**src/sv/pbt_pkg.sv**
```systemverilog
package pbt_pkg;

  // payload field widths
  localparam int unsigned KIND_W   = 2;
  localparam int unsigned ID_W     = 64;
  localparam int unsigned ROOM_W   = 7;
  localparam int unsigned STATUS_W = 3;
  localparam int unsigned COUNT_W  = 5;

  // packed stream widths
  localparam int unsigned S_DATA_W = 136;
  localparam int unsigned M_DATA_W = 80;

  // request kinds, carried on tuser
  localparam logic [KIND_W-1:0] KIND_REGISTER  = 2'd0;
  localparam logic [KIND_W-1:0] KIND_AUTHORIZE = 2'd1;
  localparam logic [KIND_W-1:0] KIND_ENUMERATE = 2'd2;
  localparam logic [KIND_W-1:0] KIND_UNUSED    = 2'd3;

  // response status codes
  typedef enum logic [STATUS_W-1:0] {
    ST_OK        = 3'd0,
    ST_INVALID   = 3'd1,
    ST_EXISTS    = 3'd2,
    ST_NO_SPACE  = 3'd3,
    ST_DENIED    = 3'd4,
    ST_NOT_FOUND = 3'd5
  } status_e;

  // controller to datapath
  typedef struct packed {
    logic in_load;   // capture the request
    logic cmp_load;  // register slot match vectors
    logic cnt_load;  // register match count
    logic decide;    // produce the first result, commit a register write
    logic emit_sel;  // walk the remaining enumerate matches
    logic step;      // produce the next enumerate result
  } cmd_t;

  // datapath to controller
  typedef struct packed {
    logic out_free;  // output register can take a result this cycle
    logic more;      // further enumerate results follow this one
  } sts_t;

endpackage

```
**src/sv/pbt_ctrl.sv**
```systemverilog
module pbt_ctrl
  import pbt_pkg::*;
(
  input  logic clk_i,
  input  logic rst_ni,
  input  logic s_axis_tvalid,
  output logic s_axis_tready,
  input  sts_t sts_i,
  output cmd_t cmd_o
);

  typedef enum logic [2:0] {
    IDLE,
    CMP,
    CNT,
    DEC,
    EMIT
  } state_e;

  state_e state_q, state_d;
  logic   ready_q;

  always_comb begin
    state_d = state_q;
    cmd_o   = '0;
    unique case (state_q)
      IDLE: begin
        if (s_axis_tvalid && ready_q) begin
          cmd_o.in_load = 1'b1;
          state_d       = CMP;
        end
      end
      CMP: begin
        cmd_o.cmp_load = 1'b1;
        state_d        = CNT;
      end
      CNT: begin
        cmd_o.cnt_load = 1'b1;
        state_d        = DEC;
      end
      DEC: begin
        if (sts_i.out_free) begin
          cmd_o.decide = 1'b1;
          state_d      = sts_i.more ? EMIT : IDLE;
        end
      end
      EMIT: begin
        cmd_o.emit_sel = 1'b1;
        if (sts_i.out_free) begin
          cmd_o.step = 1'b1;
          state_d    = sts_i.more ? EMIT : IDLE;
        end
      end
      default: state_d = IDLE;
    endcase
  end

  always_ff @(posedge clk_i or negedge rst_ni) begin
    if (!rst_ni) begin
      state_q <= IDLE;
      ready_q <= 1'b0;
    end else begin
      state_q <= state_d;
      ready_q <= (state_d == IDLE);
    end
  end

  assign s_axis_tready = ready_q;

endmodule

```
**src/sv/pbt_datapath.sv**
```systemverilog
module pbt_datapath
  import pbt_pkg::*;
#(
  parameter int unsigned SLOTS = 16
) (
  input  logic                clk_i,
  input  logic                rst_ni,
  input  logic [S_DATA_W-1:0] s_axis_tdata,
  input  logic [KIND_W-1:0]   s_axis_tuser,
  output logic [M_DATA_W-1:0] m_axis_tdata,
  output logic                m_axis_tlast,
  output logic                m_axis_tvalid,
  input  logic                m_axis_tready,
  input  cmd_t                cmd_i,
  output sts_t                sts_o
);

  localparam int unsigned IW = (SLOTS > 1) ? $clog2(SLOTS) : 1;
  localparam int unsigned CW = $clog2(SLOTS + 1);

  // request registers
  logic [KIND_W-1:0] kind_q;
  logic [ID_W-1:0]   app_q, type_q;
  logic [ROOM_W-1:0] room_q;

  // slot table
  logic [SLOTS-1:0] used_q;
  logic [ID_W-1:0]  app_mem_q  [SLOTS];
  logic [ID_W-1:0]  type_mem_q [SLOTS];
  logic [CW-1:0]    total_q;

  // match state
  logic [SLOTS-1:0] pair_hit_q, app_hit_q, rem_q;
  logic [SLOTS-1:0] pair_hit_d, app_hit_d;
  logic [CW-1:0]    count_q, count_d;

  // output register
  logic                m_valid_q;
  status_e             out_status_q;
  logic [ID_W-1:0]     out_type_q;
  logic [COUNT_W-1:0]  out_cnt_q, out_total_q;
  logic                out_last_q;

  always_comb begin
    for (int i = 0; i < SLOTS; i++) begin
      app_hit_d[i]  = used_q[i] && (app_mem_q[i] == app_q);
      pair_hit_d[i] = app_hit_d[i] && (type_mem_q[i] == type_q);
    end
  end

  always_comb begin
    count_d = '0;
    for (int i = 0; i < SLOTS; i++) begin
      count_d = count_d + CW'(app_hit_q[i]);
    end
  end

  // lowest match of either the fresh vector or what is left of it
  logic [SLOTS-1:0] sel_src, sel_low, sel_rest;
  logic [IW-1:0]    sel_idx;
  logic [ID_W-1:0]  sel_type;

  assign sel_src  = cmd_i.emit_sel ? rem_q : app_hit_q;
  assign sel_low  = sel_src & (~sel_src + SLOTS'(1));
  assign sel_rest = sel_src & ~sel_low;

  always_comb begin
    sel_idx = '0;
    for (int i = 0; i < SLOTS; i++) begin
      if (sel_low[i]) sel_idx = sel_idx | IW'(i);
    end
  end

  assign sel_type = type_mem_q[sel_idx];

  // lowest free slot
  logic [SLOTS-1:0] free_vec, free_low;
  logic             full;

  assign free_vec = ~used_q;
  assign free_low = free_vec & (~free_vec + SLOTS'(1));
  assign full     = &used_q;

  // decision for the first result of a request
  status_e         res_status;
  logic [ID_W-1:0] res_type;
  logic [CW-1:0]   res_cnt;
  logic            res_last;
  logic            wr_en;
  logic            enum_ok;
  logic            app_zero, type_zero, room_zero;

  assign app_zero  = (app_q == '0);
  assign type_zero = (type_q == '0);
  assign room_zero = (room_q == '0);

  always_comb begin
    res_status = ST_INVALID;
    res_type   = '0;
    res_cnt    = '0;
    res_last   = 1'b1;
    wr_en      = 1'b0;
    enum_ok    = 1'b0;
    unique case (kind_q)
      KIND_REGISTER: begin
        if (app_zero || type_zero)  res_status = ST_INVALID;
        else if (|pair_hit_q)       res_status = ST_EXISTS;
        else if (full)              res_status = ST_NO_SPACE;
        else begin
          res_status = ST_OK;
          wr_en      = 1'b1;
        end
      end
      KIND_AUTHORIZE: begin
        if (app_zero || type_zero)  res_status = ST_INVALID;
        else if (|pair_hit_q)       res_status = ST_OK;
        else                        res_status = ST_DENIED;
      end
      KIND_ENUMERATE: begin
        if (app_zero || room_zero) begin
          res_status = ST_INVALID;
        end else if (count_q == '0) begin
          res_status = ST_NOT_FOUND;
        end else if (8'(count_q) > 8'(room_q)) begin
          res_status = ST_NO_SPACE;
          res_cnt    = count_q;
        end else begin
          res_status = ST_OK;
          res_type   = sel_type;
          res_cnt    = count_q;
          res_last   = (sel_rest == '0);
          enum_ok    = 1'b1;
        end
      end
      default: res_status = ST_INVALID;
    endcase
  end

  logic [CW-1:0] total_d;
  logic [7:0]    res_cnt_ext, count_ext, total_ext;

  assign total_d     = wr_en ? total_q + CW'(1) : total_q;
  assign res_cnt_ext = 8'(res_cnt);
  assign count_ext   = 8'(count_q);
  assign total_ext   = 8'(total_d);

  assign sts_o.out_free = !m_valid_q || m_axis_tready;
  assign sts_o.more     = (sel_rest != '0) && (cmd_i.emit_sel || enum_ok);

  // control state
  always_ff @(posedge clk_i or negedge rst_ni) begin
    if (!rst_ni) begin
      used_q    <= '0;
      total_q   <= '0;
      m_valid_q <= 1'b0;
    end else begin
      if (cmd_i.decide && wr_en) begin
        used_q  <= used_q | free_low;
        total_q <= total_d;
      end
      if (cmd_i.decide || cmd_i.step) m_valid_q <= 1'b1;
      else if (m_axis_tready)          m_valid_q <= 1'b0;
    end
  end

  // payload
  always_ff @(posedge clk_i) begin
    if (cmd_i.in_load) begin
      app_q  <= s_axis_tdata[ID_W-1:0];
      type_q <= s_axis_tdata[2*ID_W-1:ID_W];
      room_q <= s_axis_tdata[2*ID_W+ROOM_W-1:2*ID_W];
      kind_q <= s_axis_tuser;
    end
    if (cmd_i.cmp_load) begin
      pair_hit_q <= pair_hit_d;
      app_hit_q  <= app_hit_d;
    end
    if (cmd_i.cnt_load) count_q <= count_d;
    for (int i = 0; i < SLOTS; i++) begin
      if (cmd_i.decide && wr_en && free_low[i]) begin
        app_mem_q[i]  <= app_q;
        type_mem_q[i] <= type_q;
      end
    end
    if (cmd_i.decide) begin
      rem_q        <= sel_rest;
      out_status_q <= res_status;
      out_type_q   <= res_type;
      out_cnt_q    <= res_cnt_ext[COUNT_W-1:0];
      out_total_q  <= total_ext[COUNT_W-1:0];
      out_last_q   <= res_last;
    end else if (cmd_i.step) begin
      rem_q        <= sel_rest;
      out_status_q <= ST_OK;
      out_type_q   <= sel_type;
      out_cnt_q    <= count_ext[COUNT_W-1:0];
      out_total_q  <= total_ext[COUNT_W-1:0];
      out_last_q   <= (sel_rest == '0);
    end
  end

  assign m_axis_tvalid = m_valid_q;
  assign m_axis_tlast  = out_last_q;
  assign m_axis_tdata  = {3'b000, out_total_q, out_cnt_q, out_type_q, out_status_q};

  a_total_matches_used: assert property (@(posedge clk_i) disable iff (!rst_ni)
    total_q == CW'($countones(used_q)))
    else $error("pair total disagrees with occupied slots");

  a_write_not_full: assert property (@(posedge clk_i) disable iff (!rst_ni)
    (cmd_i.decide && wr_en) |-> !full)
    else $error("insert into a full table");

  a_step_has_match: assert property (@(posedge clk_i) disable iff (!rst_ni)
    cmd_i.step |-> (rem_q != '0))
    else $error("enumerate step with no match left");

  a_result_has_room: assert property (@(posedge clk_i) disable iff (!rst_ni)
    (cmd_i.decide || cmd_i.step) |-> (!m_valid_q || m_axis_tready))
    else $error("result overwrites an untaken result");

endmodule

```
**src/sv/pair_binding_table.sv**
```systemverilog
// pair_binding_table: registry of (application id, type id) pairs held in
// SLOTS flop slots, cleared by reset and never shrunk.
//
// input stream (s_axis): one request per transfer; tuser carries the kind
// (register, authorize, enumerate), tdata the ids and the enumerate room.
// output stream (m_axis): one response per transfer; tlast marks the final
// response of a request. register, authorize and every error give a single
// response; an enumerate that succeeds gives one response per match, in
// slot order.
//
// sequence: a request is captured, compared against all slots in parallel with
// the match vectors registered, its match count is registered next, and then
// the first response is loaded into the output register. the block takes no
// new request until the last response of the current one is loaded; an
// enumerate loads its responses one after another. the slot compare, the count
// stage and the single output register are the registered steps on the way.
//
// reset empties the table and the output register; tready is registered and rises
// after release. a stalled receiver holds the pending response in the output register;
// one new request is still accepted and compared while that response waits.
module pair_binding_table
  import pbt_pkg::*;
#(
  parameter int unsigned SLOTS = 16
) (
  input  logic                clk_i,
  input  logic                rst_ni,
  // request stream
  input  logic                s_axis_tvalid,
  output logic                s_axis_tready,
  input  logic [S_DATA_W-1:0] s_axis_tdata,   // app_id[63:0], type_id[127:64], room[134:128]
  input  logic [KIND_W-1:0]   s_axis_tuser,   // kind[1:0]
  // response stream
  output logic                m_axis_tvalid,
  input  logic                m_axis_tready,
  output logic [M_DATA_W-1:0] m_axis_tdata,   // status[2:0], found_type[66:3],
                                              // match_count[71:67], total_pairs[76:72]
  output logic                m_axis_tlast    // last
);

  cmd_t cmd;
  sts_t sts;

  // sequencer: capture, compare, count, decide, then walk the matches
  pbt_ctrl u_ctrl (
    .clk_i         (clk_i),
    .rst_ni        (rst_ni),
    .s_axis_tvalid (s_axis_tvalid),
    .s_axis_tready (s_axis_tready),
    .sts_i         (sts),
    .cmd_o         (cmd)
  );

  // slot table, match logic and response register
  pbt_datapath #(
    .SLOTS (SLOTS)
  ) u_datapath (
    .clk_i         (clk_i),
    .rst_ni        (rst_ni),
    .s_axis_tdata  (s_axis_tdata),
    .s_axis_tuser  (s_axis_tuser),
    .m_axis_tdata  (m_axis_tdata),
    .m_axis_tlast  (m_axis_tlast),
    .m_axis_tvalid (m_axis_tvalid),
    .m_axis_tready (m_axis_tready),
    .cmd_i         (cmd),
    .sts_o         (sts)
  );

endmodule

```
**config.mk**
```make
export PLATFORM = sky130hd
export DESIGN_NAME = pair_binding_table
export DESIGN_NICKNAME = d
export VERILOG_FILES = /design/src/sv/pbt_pkg.sv /design/src/sv/pbt_ctrl.sv /design/src/sv/pbt_datapath.sv /design/src/sv/pair_binding_table.sv
export SDC_FILE = /design/constraint.sdc
export NUM_CORES = 2
export LEC_CHECK = 0
export BUFFER_PORTS_ARGS = -buffer_cell sky130_fd_sc_hd__buf_2
export CAP_MARGIN = 20
export CORE_MARGIN = 2
export CORE_UTILIZATION = 40
export DETAILED_ROUTE_END_ITERATION = 10
export SKIP_CTS_REPAIR_TIMING = 1
export SKIP_LAST_GASP = 1
export SYNTH_ARGS = -nofsm -noshare
export SYNTH_HDL_FRONTEND = slang
export SYNTH_HIERARCHICAL = 1
export SYNTH_SLANG_ARGS = --single-unit
```
**constraint.sdc**
```tcl
create_clock -name clk_i -period 47.4 [get_ports clk_i]
set_input_delay 0 -clock clk_i [delete_from_list [all_inputs] [get_ports clk_i]]
set_output_delay 0 -clock clk_i [all_outputs]
set_load 0.01 [all_outputs]
```
# Word level (Yosys, flattened, before mapping)
# Memory sizes are Yosys's and may differ from the RTL's.
# Index checks and enable logic that the tools add are counted.
# totals
register_bits	294
latch_bits	0
mem_bits_rw	2048
mem_bits_ro	0
in_bits	142
output_inout_bits	83
word_cells	378
n_memories	2
# op_classes
addsub	18
multipliers	0
div_mod_pow	0
magnitude_cmp	1
eq_ne	38
n_shift	0
n_mux	192
n_bitwise	8
reduce_logical	101
# memory_table
name	words	word_bits	rd	rd_ports_with_merged_regs	write_ports	line_no	source
u_datapath.app_mem_q	16	64	16	0	1	pbt_datapath.sv:28	logic [ID_W-1:0] app_mem_q [SLOTS];
u_datapath.type_mem_q	16	64	17	0	1	pbt_datapath.sv:29	logic [ID_W-1:0] type_mem_q [SLOTS];
# ops
op	n
64-bit 2-to-1 mux	36
64-bit equality test	32
64-bit OR reduction	30
4-bit 2-to-1 mux	38
64-bit zero test	2
1-bit 2-to-1 mux	85
5-bit by 1-bit adder with 5-bit output	14
16-bit NOT	4
1-bit logical AND	51
16-bit AND	3
16-bit 2-to-1 mux	3
3-bit 2-to-1 mux	15
5-bit 2-to-1 mux	8
16-bit by 1-bit adder with 16-bit output (second input constant)	2
16-bit zero test	1
16-bit bitwise OR	1
16-bit AND reduction	1
16-bit nonzero test	1
16-bit OR reduction	1
3-bit one-hot mux with 4 select lines	1
2-bit 2-to-1 mux	5
3-bit one-hot mux with 3 select lines	1
5-bit by 7-bit greater-than comparator with 1-bit output	1
7-bit zero test	1
14 further kinds	21

# Logic depth before layout (Yosys ltp)
# An unclocked memory read counts as a cell.
# logic_depth
depth_word	29
ltp_mapped	16
ltp_nobuf	12

# Hierarchy
# The synthesis kept the hierarchy.
# modules_own_cells
module	instances	cells_per_inst	area_each_um2
pbt_datapath	1	7309	104990.7
pbt_ctrl	1	29	257.7

# Least setup slack after synthesis
# OpenSTA, ideal clock, no wires.
# synth_timing
path_type	register to register
startpoint	reg u_datapath.app_q[1]
endpoint	mem u_datapath.app_mem_q[12][0] (netlist: u_datapath/app_mem_q[1][256]) (enable)
setup_ns	0.929
arrival_ns	14.067
required_ns	46.471
setup_slack_ns	32.404
stages_incl_launch_ff	9
path_buffers	2
period_less_slack_ns	14.996
path_cell_list	edfxtp_1 clkbuf_1 nor4_1 nand4_1 nor4_1 nor3_1 nand3_1 buf_1 nor4_1
# synth_via
elab_chain_cells	24
word_cells_on_any_way	98
cone_classes	mux: 64; reduce/logical: 34
# synth_lines
element	line_no	source
from (decl)	pbt_datapath.sv:23	logic [ID_W-1:0] app_q, type_q;
from (signal assigned)	pbt_datapath.sv:169	app_q <= s_axis_tdata[ID_W-1:0];
64-bit zero test (*)	pbt_datapath.sv:93	assign app_zero = (app_q == '0);
1-bit logical OR (*)	pbt_datapath.sv:106	if (app_zero || type_zero) res_status = ST_INVALID;
1-bit 2-to-1 mux (*)	pbt_datapath.sv:106	
1-bit 2-to-1 mux (*)	pbt_datapath.sv:104	unique case (kind_q)
1-bit logical AND (*)	pbt_datapath.sv:180	if (cmd_i.decide && wr_en && free_low[i]) begin
1-bit logical AND	pbt_datapath.sv:180	
1-bit 2-to-1 mux	pbt_datapath.sv:180	
1-bit 2-to-1 mux (not written as such)	pbt_datapath.sv:181	app_mem_q[i] <= app_q;
64-bit OR reduction (no line)	-	
4-bit 2-to-1 mux (no line) / 1-bit 2-to-1 mux (equally long branches) (15 in series)	-	
to (decl)	pbt_datapath.sv:28	
# Every way passes the cells marked *; elsewhere a longest branch is shown, timed or not.

==> results.md <==
- Ys Warns: 6
- Worst setup margin: about 39 ns
- Cell area after synthesis: 105000 um^2
- Worst hold path type: in -> reg
- Initial antenna violation count: between 40 and 50
- Worst relative slew slack: ~3.8%
- Largest net degree at the start of global routing: about 130
- DP HPWL: roughly 300000 um
- Final setup viols: 0
- Fin Clk Skew: ~0.074 ns
- RD Place Congestion: approximately 1.1
- Register Area: 70200 um^2
- Clock Path Buffers: 4
- Hold WS: 0.0853 ns
- Chip Height: just over 500 um
- Hold Fails Final Rpt: 0
- Critical Path Most Common Cell: buf_4
- Remaining antenna violation count: 0
- Area Growth Syn to Fin: 17.1%
- Share of layout cells above drive strength 1: 12.4%
- Die ar.: 267000 um^2
- Syn avg cell area: about 14 um^2
- Status: finished clean
- Leakage power: slightly above 40 nW
- Row count: approximately 190
- Worst-Skew Late Latency: around 0.90 ns
- CTS tree: yes
- Root Buffer: clkbuf_16
- Register area share after synthesis: between 60% and 70%
- Pre-CTS setup slack: approximately 40 ns
- Drt drc: 0
- Starting Density: around two fifths
- Final TNS setup: 0 ns
- Final Cell Area: between 100000 and 150000 um^2
- H-tree Lvls: 5
- Ranking of synthesized cells by area: edfxtp_1 66%, xnor2_1 7.8%, xor2_1 6.7%
- Synth Instances: 7338
- Pwr dens: about 46 nW/um^2
- Ys flop type: edfxtp_1
- Yosys cell types: slightly below 100
- CP arrival: about 8.8 ns
- Nets: approximately 8200
- DR vias: between 70000 and 80000
- CP delay by family, top: buffers and inverters
- Placed Area: about 110000 um^2
- Crit Path Class: reg -> reg
- Post-synthesis async set-or-reset flop share: under 10%
- Port Buf Inserts: 220
- CTS Sinks: ~2300
- Die X: 517 um
- Worst setup SP type: flip-flop
- Grt total ovfl: 0
- Routed vias/inst: ~6.2
- Fillcell total: approximately 23000
- Max incr delay on CP: 0.93 ns
- DR pass1 iterations: 8
- CP required: 48.04 ns
- Core ar.: 262000 um^2
- Reg clk slew, reported paths: 0.06 ns
- First-pass GRT wire length: 584000 um
- Crit share post-route: around 17%
- Max Fclk: roughly 120 MHz
- Number of synthesized flops with an enable pin: ~2300
- Total GRT Usage: between 30% and 40%
- CP Capture Type: flip-flop
- Total CTS buffers: roughly 270
- I/O Pins: approximately 230
- Top cell type's share of synthesized area: 66.1%
- Max Transition Viols Final: 0
- Routed WL: about 440000 um
- Slowest stage cell, crit path: a221oi_1
- Critical Path Fanout Max: between 50 and 60
- Worst Tran Pin Value: 1.43 ns
- RSZ-0062 raised after global routing: no
- Routed WL per cell: between 30 and 40 um
- Vias in the first global route: between 60000 and 70000
- Peak supply drop: between 0.03 and 0.04 mV
- WP buf/inv: 7
- Cell taking the most area after synthesis: edfxtp_1
- Multi-input gate area: 33000 um^2
- Fin crit period: approximately 8 ns
- MaxCap Viol Count: 0
- Yosys reg bits: roughly 2300
- CP Cell Sequence: or3b_1 > inv_1 > buf_4 > nor3_1 > o22ai_2 > nor3_1 > a211o_1 > nor2_4 > buf_4 > buf_4 > buf_4 > buf_4 > buf_4 > mux2i_1 > a221oi_1 > a2bb2oi_1
- Iteration-0 DRC Markers: ~13000
[stage by stage]
stage               cells  utilization (%)  total power, mW
finish              11700             47.0             5.72
global route        11700             47.0             5.83
CTS                 11400             45.9             5.67
detailed placement  11000             42.7             3.67
global placement    11000             42.7             3.67
floorplan            7340                -             3.08
[flip-flops by register name, indices dropped and copies added (netlist names), 5 cells and up]
register                count
u_datapath/app_hit_q       16
u_datapath/app_mem_q     1024
u_datapath/app_q           64
u_datapath/count_q          5
u_datapath/out_cnt_q        5
u_datapath/out_total_q      5
u_datapath/out_type_q      64
u_datapath/pair_hit_q      16
u_datapath/rem_q           15
u_datapath/room_q           7
u_datapath/total_q          5
u_datapath/type_mem_q    1024
u_datapath/type_q          64
u_datapath/used_q          16
[cell usage after synthesis (all sizes together), types with 115 or more instances]
cell    instances
nand3         188
nor4          311
inv           158
nand2         476
nand4         315
a21oi         115
xnor2         936
xor2          809
o22ai         146
buf           142
edfxtp       2315
clkbuf        297
mux2i         255
[cell families after synthesis]
family,synth area share (%)
flip-flops,66.7
XOR/XNOR,14.5
AND/OR/NAND/NOR,7.66
AO/OA/AOI/OAI,5.84
buffers and inverters,2.36
multiplexers,2.63
adder cells (fa/ha/maj),0.321
other,0.00356
[routing by layer]
layer  GRT usage (%)  share of wire [%]  vias to the layer above
met5               0              0.044                        -
met4            23.7                9.2                       28
met3            8.09                 12                     1340
met2            48.2                 44                     5803
met1            40.4                 35                    36900
li1                -                  -                    29100
[final timing paths]
check | start | to | slack (ns) | cells past startpoint
min in group asynchronous | rst_ni | u_datapath/m_axis_tvalid$_DFFE_PN0P_ | 0.14 | 4
worst max register to register | u_ctrl/state_q[1]$_DFF_PN0_ | u_datapath/out_type_q[32]$_DFFE_PP_ | 39.26 | 16
worst max-delay path | u_ctrl/state_q[1]$_DFF_PN0_ | u_datapath/out_type_q[32]$_DFFE_PP_ | 39.26 | 16
worst min register to register | u_datapath/total_q[4]$_DFFE_PN0P_ | u_datapath/total_q[4]$_DFFE_PN0P_ | 0.50 | 1
max in group asynchronous | rst_ni | u_datapath/used_q[14]$_DFFE_PN0P_ | 47.10 | 4
worst min-delay path | m_axis_tready | u_datapath/m_axis_tvalid$_DFFE_PN0P_ | 0.09 | 4
[tightest hold or removal path, cell delays in order]
cell           delay (ns)
dlygate4sd3_1        0.52
buf_2                0.09
nand2b_1             0.21
nand2b_1             0.09
[cell usage in the layout (no fill, tap or decap), types with 60 or more instances in the layout]
cell / n
nor2_1: 60
o21ai_0: 72
nor4_1: 295
a21oi_1: 114
buf_4: 321
o22ai_1: 145
mux2i_1: 255
xnor2_1: 935
dlygate4sd3_1: 278
clkbuf_16: 276
inv_1: 155
buf_2: 233
nand2_1: 471
nand3_1: 188
nand4_1: 315
edfxtp_1: 2315
clkinv_1: 78
a221oi_1: 67
xor2_1: 808
[final cells by class]
cell class | count | share of cell area, %
flip-flops and latches | 2341 | 56.9
multi-input cells | 4393 | 26.8
clock buffers | 328 | 5.78
repair buffers | 851 | 5.44
well taps | 3515 | 3.57
clock inverters | 130 | 0.928
inverters | 167 | 0.509
diodes | 24 | 0.0487
[report_power, final]
part / switching, mW / internal [mW]
Combinational: 0.942 / 0.347
Sequential: 0.0353 / 2.38
Clock: 0.861 / 1.16
Total: 1.84 / 3.89
Note: power is estimated with default switching activity, not from simulation.
